`config.mk`:
```
export PLATFORM = sky130hd
export DESIGN_NAME = max_and_std_deviation
export DESIGN_NICKNAME = d
export VERILOG_FILES = /design/src/rtl/core/masd_pkg.sv /design/src/rtl/core/masd_ram.sv /design/src/rtl/core/max_and_std_deviation.sv
export SDC_FILE = /design/constraint.sdc
export NUM_CORES = 2
export LEC_CHECK = 0
export BUFFER_PORTS_ARGS = -buffer_cell sky130_fd_sc_hd__buf_2
export CELL_PAD_IN_SITES_DETAIL_PLACEMENT = 1
export CELL_PAD_IN_SITES_GLOBAL_PLACEMENT = 1
export CORE_ASPECT_RATIO = 0.75
export CORE_MARGIN = 2
export CORE_UTILIZATION = 48
export DETAILED_ROUTE_END_ITERATION = 10
export GPL_TIMING_DRIVEN = 0
export PLACE_DENSITY = 0.8
export SYNTH_ARGS = -nofsm -noshare
export SYNTH_HDL_FRONTEND = slang
export SYNTH_SLANG_ARGS = --single-unit
```
`constraint.sdc`:
```
create_clock -name clk -period 5.8 [get_ports clk]
set_input_delay 1.16 -clock clk [delete_from_list [all_inputs] [get_ports clk]]
set_output_delay 1.16 -clock clk [all_outputs]
set_load 0.1 [all_outputs]
```
`src/rtl/core/masd_pkg.sv`:
```
`timescale 1ns / 1ps

package masd_pkg;

  localparam int unsigned SAMPLE_W = 16;
  localparam int unsigned MAX_W    = 15;
  localparam int unsigned SD_W     = 16;
  // Squares of deviations fit in 32 bits, so the variance does too.
  localparam int unsigned SQ_W     = 32;
  localparam int unsigned MAG_W    = 17;
  localparam int unsigned MEAN_W   = 17;
  localparam int unsigned RT_REM_W = 18;
  localparam int unsigned RT_STEPS = 16;
  localparam int unsigned RT_CNT_W = 5;

  typedef enum logic [2:0] {
    ST_IDLE,
    ST_MEAN_GO,
    ST_MEAN,
    ST_PASS,
    ST_VAR,
    ST_ROOT,
    ST_DONE
  } state_t;

endpackage

```
`src/rtl/core/masd_ram.sv`:
```
`timescale 1ns / 1ps

module masd_ram #(
  parameter int unsigned WIDTH  = 16,
  parameter int unsigned DEPTH  = 32,
  parameter int unsigned ADDR_W = (DEPTH > 1) ? $clog2(DEPTH) : 1
) (
  input  logic              clk,
  input  logic              we,
  input  logic [ADDR_W-1:0] waddr,
  input  logic [WIDTH-1:0]  wdata,
  input  logic              re,
  input  logic [ADDR_W-1:0] raddr,
  output logic [WIDTH-1:0]  rdata
);

  logic [WIDTH-1:0] mem [DEPTH];

  always_ff @(posedge clk) begin
    if (we) begin
      mem[waddr] <= wdata;
    end
    if (re) begin
      rdata <= mem[raddr];
    end
  end

endmodule

```
`src/rtl/core/max_and_std_deviation.sv`:
```
`timescale 1ns / 1ps
// Samples are taken one per cycle, only while idle. After the last sample the
// block divides the sum by the count for the mean, sums the squared deviations
// of the stored samples, divides that by the count for the variance, takes the
// square root and loads the result. Both divisions share one bit-serial
// restoring divider. Synchronous reset clears the count, sum, maximum, overflow
// flag, state and result valid.
module max_and_std_deviation #(
  parameter int unsigned MAX_SAMPLES = 32
) (
  input  logic                               clk,
  input  logic                               rst,
  input  logic                               sample_valid,
  output logic                               sample_ready,
  input  logic signed [masd_pkg::SAMPLE_W-1:0] sample,
  input  logic                               last_sample,
  output logic                               result_valid,
  input  logic                               result_ready,
  output logic [masd_pkg::MAX_W-1:0]         maximum,
  output logic [masd_pkg::SD_W-1:0]          std_deviation,
  output logic                               overflowed
);

  localparam int unsigned CW  = $clog2(MAX_SAMPLES + 1);
  localparam int unsigned AW  = (MAX_SAMPLES > 1) ? $clog2(MAX_SAMPLES) : 1;
  localparam int unsigned SW  = masd_pkg::SAMPLE_W + CW;
  localparam int unsigned QW  = masd_pkg::SQ_W + CW;
  localparam int unsigned DCW = $clog2(QW + 1);

  masd_pkg::state_t state, state_next;

  // Per-set accumulation
  logic [CW-1:0]                 count;
  logic signed [SW-1:0]          running_sum;
  logic [masd_pkg::MAX_W-1:0]    running_max;
  logic                          drop_flag;

  // Control
  logic accept, store_ok, div_start, div_sel_var, pass_init, root_start, out_load;

  // Shared divider
  logic [QW-1:0]  div_dvd;
  logic [CW-1:0]  div_rem;
  logic [DCW-1:0] div_left;
  logic [CW:0]    div_trial;
  logic           div_ge;
  logic [SW-1:0]  sum_abs;

  // Deviation pass
  logic signed [masd_pkg::MEAN_W-1:0] mean;
  logic [CW-1:0]                      rd_idx;
  logic                               rd_en;
  logic                               v1, v2, v3;
  logic [masd_pkg::SAMPLE_W-1:0]      rdata;
  logic signed [masd_pkg::MEAN_W:0]   diff;
  logic [masd_pkg::MAG_W-1:0]         mag;
  logic [2*masd_pkg::MAG_W-1:0]       prod;
  logic [masd_pkg::SQ_W-1:0]          sqr;
  logic [QW-1:0]                      sq_acc;
  logic                               pass_done;

  // Square root
  logic [masd_pkg::SQ_W-1:0]     rt_v;
  logic [masd_pkg::RT_REM_W-1:0] rt_rem;
  logic [masd_pkg::SD_W-1:0]     rt_root;
  logic [masd_pkg::RT_CNT_W-1:0] rt_left;
  logic [masd_pkg::RT_REM_W+1:0] rt_shift, rt_trial, rt_diff;

  assign accept   = sample_valid && sample_ready;
  assign store_ok = count < CW'(MAX_SAMPLES);

  masd_ram #(
    .WIDTH (masd_pkg::SAMPLE_W),
    .DEPTH (MAX_SAMPLES)
  ) u_store (
    .clk   (clk),
    .we    (accept && store_ok),
    .waddr (count[AW-1:0]),
    .wdata (sample),
    .re    (rd_en),
    .raddr (rd_idx[AW-1:0]),
    .rdata (rdata)
  );

  // ---------------------------------------------------------------- FSM
  assign pass_done = (rd_idx == count) && !v1 && !v2 && !v3;

  always_ff @(posedge clk) begin
    if (rst) begin
      state <= masd_pkg::ST_IDLE;
    end else begin
      state <= state_next;
    end
  end

  always_comb begin
    state_next   = state;
    sample_ready = 1'b0;
    div_start    = 1'b0;
    div_sel_var  = 1'b0;
    pass_init    = 1'b0;
    root_start   = 1'b0;
    out_load     = 1'b0;
    unique case (state)
      masd_pkg::ST_IDLE: begin
        sample_ready = 1'b1;
        if (sample_valid && last_sample) begin
          state_next = masd_pkg::ST_MEAN_GO;
        end
      end
      masd_pkg::ST_MEAN_GO: begin
        div_start  = 1'b1;
        state_next = masd_pkg::ST_MEAN;
      end
      masd_pkg::ST_MEAN: begin
        if (div_left == '0) begin
          pass_init  = 1'b1;
          state_next = masd_pkg::ST_PASS;
        end
      end
      masd_pkg::ST_PASS: begin
        if (pass_done) begin
          div_start   = 1'b1;
          div_sel_var = 1'b1;
          state_next  = masd_pkg::ST_VAR;
        end
      end
      masd_pkg::ST_VAR: begin
        if (div_left == '0) begin
          root_start = 1'b1;
          state_next = masd_pkg::ST_ROOT;
        end
      end
      masd_pkg::ST_ROOT: begin
        if (rt_left == '0) begin
          state_next = masd_pkg::ST_DONE;
        end
      end
      masd_pkg::ST_DONE: begin
        if (!result_valid || result_ready) begin
          out_load   = 1'b1;
          state_next = masd_pkg::ST_IDLE;
        end
      end
      default: begin
        state_next = masd_pkg::ST_IDLE;
      end
    endcase
  end

  // ------------------------------------------------------- accumulation
  always_ff @(posedge clk) begin
    if (rst || out_load) begin
      count       <= '0;
      running_sum <= '0;
      running_max <= '0;
      drop_flag   <= 1'b0;
    end else if (accept) begin
      if (store_ok) begin
        count       <= count + CW'(1);
        running_sum <= running_sum + {{(SW-masd_pkg::SAMPLE_W){sample[15]}}, sample};
        if (!sample[15] && (sample[14:0] > running_max)) begin
          running_max <= sample[14:0];
        end
      end else begin
        drop_flag <= 1'b1;
      end
    end
  end

  // ----------------------------------------------------- shared divider
  // Restoring division, one quotient bit a cycle; the quotient bits shift
  // in behind the dividend as it shifts out.
  assign sum_abs   = running_sum[SW-1] ? SW'(-running_sum) : SW'(running_sum);
  assign div_trial = {div_rem, div_dvd[QW-1]};
  assign div_ge    = div_trial >= {1'b0, count};

  always_ff @(posedge clk) begin
    if (rst) begin
      div_left <= '0;
    end else if (div_start) begin
      div_left <= DCW'(QW);
    end else if (div_left != '0) begin
      div_left <= div_left - DCW'(1);
    end
  end

  always_ff @(posedge clk) begin
    if (div_start) begin
      div_rem <= '0;
      div_dvd <= div_sel_var ? sq_acc : {{(QW-SW){1'b0}}, sum_abs};
    end else if (div_left != '0) begin
      if (div_ge) begin
        div_rem <= CW'(div_trial - {1'b0, count});
      end else begin
        div_rem <= div_trial[CW-1:0];
      end
      div_dvd <= {div_dvd[QW-2:0], div_ge};
    end
  end

  // ----------------------------------------------------- deviation pass
  assign rd_en = (state == masd_pkg::ST_PASS) && (rd_idx != count);
  assign diff  = {rdata[15], rdata[15], rdata} - {mean[masd_pkg::MEAN_W-1], mean};
  assign prod  = mag * mag;

  always_ff @(posedge clk) begin
    if (pass_init) begin
      // Truncation toward zero: divide the magnitude, then restore the sign.
      mean <= running_sum[SW-1] ? -$signed(div_dvd[masd_pkg::MEAN_W-1:0])
                                : $signed(div_dvd[masd_pkg::MEAN_W-1:0]);
    end
  end

  always_ff @(posedge clk) begin
    if (rst) begin
      rd_idx <= '0;
      v1     <= 1'b0;
      v2     <= 1'b0;
      v3     <= 1'b0;
    end else begin
      if (pass_init) begin
        rd_idx <= '0;
      end else if (rd_en) begin
        rd_idx <= rd_idx + CW'(1);
      end
      v1 <= rd_en;
      v2 <= v1;
      v3 <= v2;
    end
  end

  always_ff @(posedge clk) begin
    if (v1) begin
      mag <= diff[masd_pkg::MEAN_W] ? masd_pkg::MAG_W'(-diff)
                                    : diff[masd_pkg::MAG_W-1:0];
    end
    if (v2) begin
      sqr <= prod[masd_pkg::SQ_W-1:0];
    end
    if (pass_init) begin
      sq_acc <= '0;
    end else if (v3) begin
      sq_acc <= sq_acc + {{(QW-masd_pkg::SQ_W){1'b0}}, sqr};
    end
  end

  // -------------------------------------------------------- square root
  // Two radicand bits a cycle, most significant pair first.
  assign rt_shift = {rt_rem, rt_v[masd_pkg::SQ_W-1 -: 2]};
  assign rt_trial = {2'b00, rt_root, 2'b01};
  assign rt_diff  = rt_shift - rt_trial;

  always_ff @(posedge clk) begin
    if (rst) begin
      rt_left <= '0;
    end else if (root_start) begin
      rt_left <= masd_pkg::RT_CNT_W'(masd_pkg::RT_STEPS);
    end else if (rt_left != '0) begin
      rt_left <= rt_left - masd_pkg::RT_CNT_W'(1);
    end
  end

  always_ff @(posedge clk) begin
    if (root_start) begin
      rt_v    <= div_dvd[masd_pkg::SQ_W-1:0];
      rt_rem  <= '0;
      rt_root <= '0;
    end else if (rt_left != '0) begin
      rt_v <= {rt_v[masd_pkg::SQ_W-3:0], 2'b00};
      if (rt_shift >= rt_trial) begin
        rt_rem  <= rt_diff[masd_pkg::RT_REM_W-1:0];
        rt_root <= {rt_root[masd_pkg::SD_W-2:0], 1'b1};
      end else begin
        rt_rem  <= rt_shift[masd_pkg::RT_REM_W-1:0];
        rt_root <= {rt_root[masd_pkg::SD_W-2:0], 1'b0};
      end
    end
  end

  // ------------------------------------------------------------- result
  always_ff @(posedge clk) begin
    if (rst) begin
      result_valid <= 1'b0;
    end else if (out_load) begin
      result_valid <= 1'b1;
    end else if (result_ready) begin
      result_valid <= 1'b0;
    end
  end

  always_ff @(posedge clk) begin
    if (out_load) begin
      maximum       <= running_max;
      std_deviation <= rt_root;
      overflowed    <= drop_flag;
    end
  end

endmodule

```
==> results.ini <==
[run_status]
status=finished, violations left
violations=negative setup slack

[synthesis]
synth-simple-area-share_pct=8.70
yosys_register_bits=841
synth_ff_type=edfxtp_1
synth_xor_area_share_pct=3.42
synth_cell_type_count=84
syn_avg_cell_area_um2=12.7
synth_mux_area_share_pct=9.58
syn_area_um2=45800
yosysWarnings=0
synth_compound_area_share_pct=7.38
async_flop_share_pct=0
seq_area_frac_synth_pct=51.9
synth_top_family_by_area=adder cells
yosys.area_share.adder_pct=14.6
netlist_instances=3614
synth_edf_count=695
synth_nets=4054

[floorplanning]
die_x_um=361
start_util_pct=48.3
ios=55
fp-row-count=98
core_area_um2=94900
die_area_um2=98000
fp.dieH_um=272

[cells_and_area]
area_growth_pct=15.6
final_nets=4328
n_fill_cell=9492
seq_area_um2=23800
multi_input_comb_area_um2=20900
drive_gt1_share_pct=19.0

[global_route]
grt_pass1_wl_um=213000
grt_max_degree=46
grt_overflow=0
grt_pass1_vias=33300
grtUsageTotal_pct=29.0
antenna_found_initial=6

[pwr]
ir_drop_uv=308
power.density_nw_per_um2=363
power_mw=19.2
leakagePower_nw=20.4

[worst_hold_path]
hold_depth=0
whs_endpoint=overflowed
hp-class=register to register
hold_start=drop_flag

[sta]
setup_ws_ps=-543
rsz0062_at_grt=yes
relSlewSlack_pct=13.1
slew_viol_final=0
clock_skew_ps=56.4
tightest_slew_ps=1280
fin_crit_sh_pct=109
fmax_mhz=158
setup_viol=17
finalHoldViolations=0
finalCriticalPeriod_ps=6340

[setup_path]
start_kind=register
cp_max_fo=5
end_kind=register
r2r-end=sqr[31]
critical_path_class=register to register
reg2reg_depth=22
arrival_ps=6750
cp-startpoint=mag[5]
r2r-start=mag[5]
rrSetupSlack_ps=-540
cp.required_ps=6200

[clocking]
cts_max_path_buffers=3
htreeDepth=3
insertion_delay_ps=690
clk_pin_slew_ps=70
cts.sinks=841
cts_hold_buf=0
cts_made_buffers=85
root_buffer=clkbuf_16
cts_tree=built

[drt]
dr.pass1.iters=5
drc=0
dr.first_iter.drc_count=3389
drt-vias-per-instance=6.06
ant_nets=0
vias=31600
wl_per_cell_um=27.5
wirelength_um=143000

[flow_run]
drv_cap=0

[placement]
dp_hpwl_um=93400
port_buffers=54
dp_slack_ps=-1110
gp_congestion=0.890

==> area by class of cell <==
cell class / instances / share of cell area, %
antenna: 2 / 0.00945
clock inverter: 55 / 1.19
multi-input combinational: 2249 / 39.4
buffer: 139 / 1.33
inverter: 385 / 2.75
tap: 1250 / 2.95
timing repair buffer: 187 / 3.22
clock buffer: 103 / 4.23
sequential: 841 / 44.9
==> cell families after synthesis <==
group                    count (synthesis)
AND/OR/NAND/NOR                        888
flip-flops                             841
AO/OA/AOI/OAI                          527
buffers and inverters                  524
adder cells (fa/ha/maj)                419
multiplexers                           236
XOR/XNOR                               179
==> repair_timing <==
| action | 4_1_cts | 5_1_grt |
|---|---|---|
| gates resized for setup | 154 | 87 |
| endpoints found under the setup margin | 19 | 18 |
| gates cloned | 1 | 0 |
| buffers inserted | 82 | 35 |
| hold endpoints to repair | 0 | 0 |
| pin swaps | 113 | 103 |
==> synthesized netlist by cell type, drive strengths merged (34+ instances only) <==
cell type / count / area (um2)
and2: 59 / 369
fa: 195 / 3900
buf: 35 / 155
nand3: 38 / 190
edfxtp: 695 / 20900
inv: 385 / 1450
a21oi: 187 / 951
nor2: 240 / 903
nand2: 373 / 1400
a211oi: 34 / 285
xnor2: 131 / 1150
clkbuf: 104 / 390
dfxtp: 146 / 2920
a21o: 46 / 345
mux2i: 57 / 571
nor3: 40 / 205
xor2: 48 / 420
mux4: 160 / 3600
ha: 224 / 2800
o21ai: 107 / 536
==> metal layers <==
layer,part of all wire (%),global-route usage [%],vias up
li1,-,-,13400
met1,41,40.1,16200
met2,47,46.4,1497
met3,8.1,4.94,383
met4,4.2,10.7,6
met5,0.030,0,-
==> metrics by stage <==
step                      TNS [ps]  utilization [%]  hold WS (ps)  area [um2]  std cells
after global routing         -8130             55.8           473       52900       5211
after CTS                    -3320             55.3           464       52500       5182
final                        -5670             55.8           464       52900       5211
after detailed placement    -14550             50.9           455       48300       4943
after global placement      -12620             50.4           439       47800       4918
after floorplan              -6.39                -           409       46000       3614
==> layout by cell type, fill, tap and decap left out, types with 88 or more instances in the layout <==
| master | instances |
|---|---|
| a21oi_1 | 172 |
| clkbuf_1 | 98 |
| dfxtp_1 | 145 |
| edfxtp_1 | 695 |
| fa_1 | 179 |
| ha_1 | 205 |
| inv_1 | 349 |
| mux4_2 | 160 |
| nand2_1 | 346 |
| nor2_1 | 199 |
| o21ai_0 | 88 |
| xnor2_1 | 125 |
==> power breakdown <==
group / total (mW) / internal, mW / switching (mW)
sequential: 7.87 / 7.37 / 0.495
combinational: 5.60 / 2.26 / 3.34
clock: 5.73 / 3.16 / 2.57
==> how the worst max path moves through the flow <==
stage / end / depth (start not counted)
2_1_floorplan: sqr[30] / 21
3_3_place_gp: sqr[30] / 23
3_5_place_dp: sqr[31] / 21
4_1_cts: sqr[31] / 23
5_1_grt: sqr[31] / 22
6_report: sqr[31] / 22
==> state kept, by name, summed over array words and instances (netlist names), 3 cells and up <==
name / cells
sq_acc: 38
u_store.rdata: 16
rt_rem: 18
rt_root: 16
u_store.mem: 512
mag: 17
rt_v: 32
mean: 17
div_rem: 6
running_sum: 22
running_max: 15
std_deviation: 16
sqr: 31
rd_idx: 6
div_dvd: 38
count: 6
div_left: 6
maximum: 15
state: 3
rt_left: 5
==> critical path, cell delays in order, from the launching register on <==
cell       delay (ps)
edfxtp_1          560
clkbuf_16         230
buf_6             110
nand2_2            60
fa_2              570
inv_2              50
fa_2              360
fa_2              610
fa_2              450
fa_1              540
inv_2              50
fa_1              560
inv_2              60
ha_4              250
a21o_1            230
a21oi_2           140
o21ai_2            80
a221o_1           350
a21oi_2           150
o211ai_1          160
a31o_2            270
a21oi_2           160
xnor2_1            90
Power figures use the tool's default switching activity.
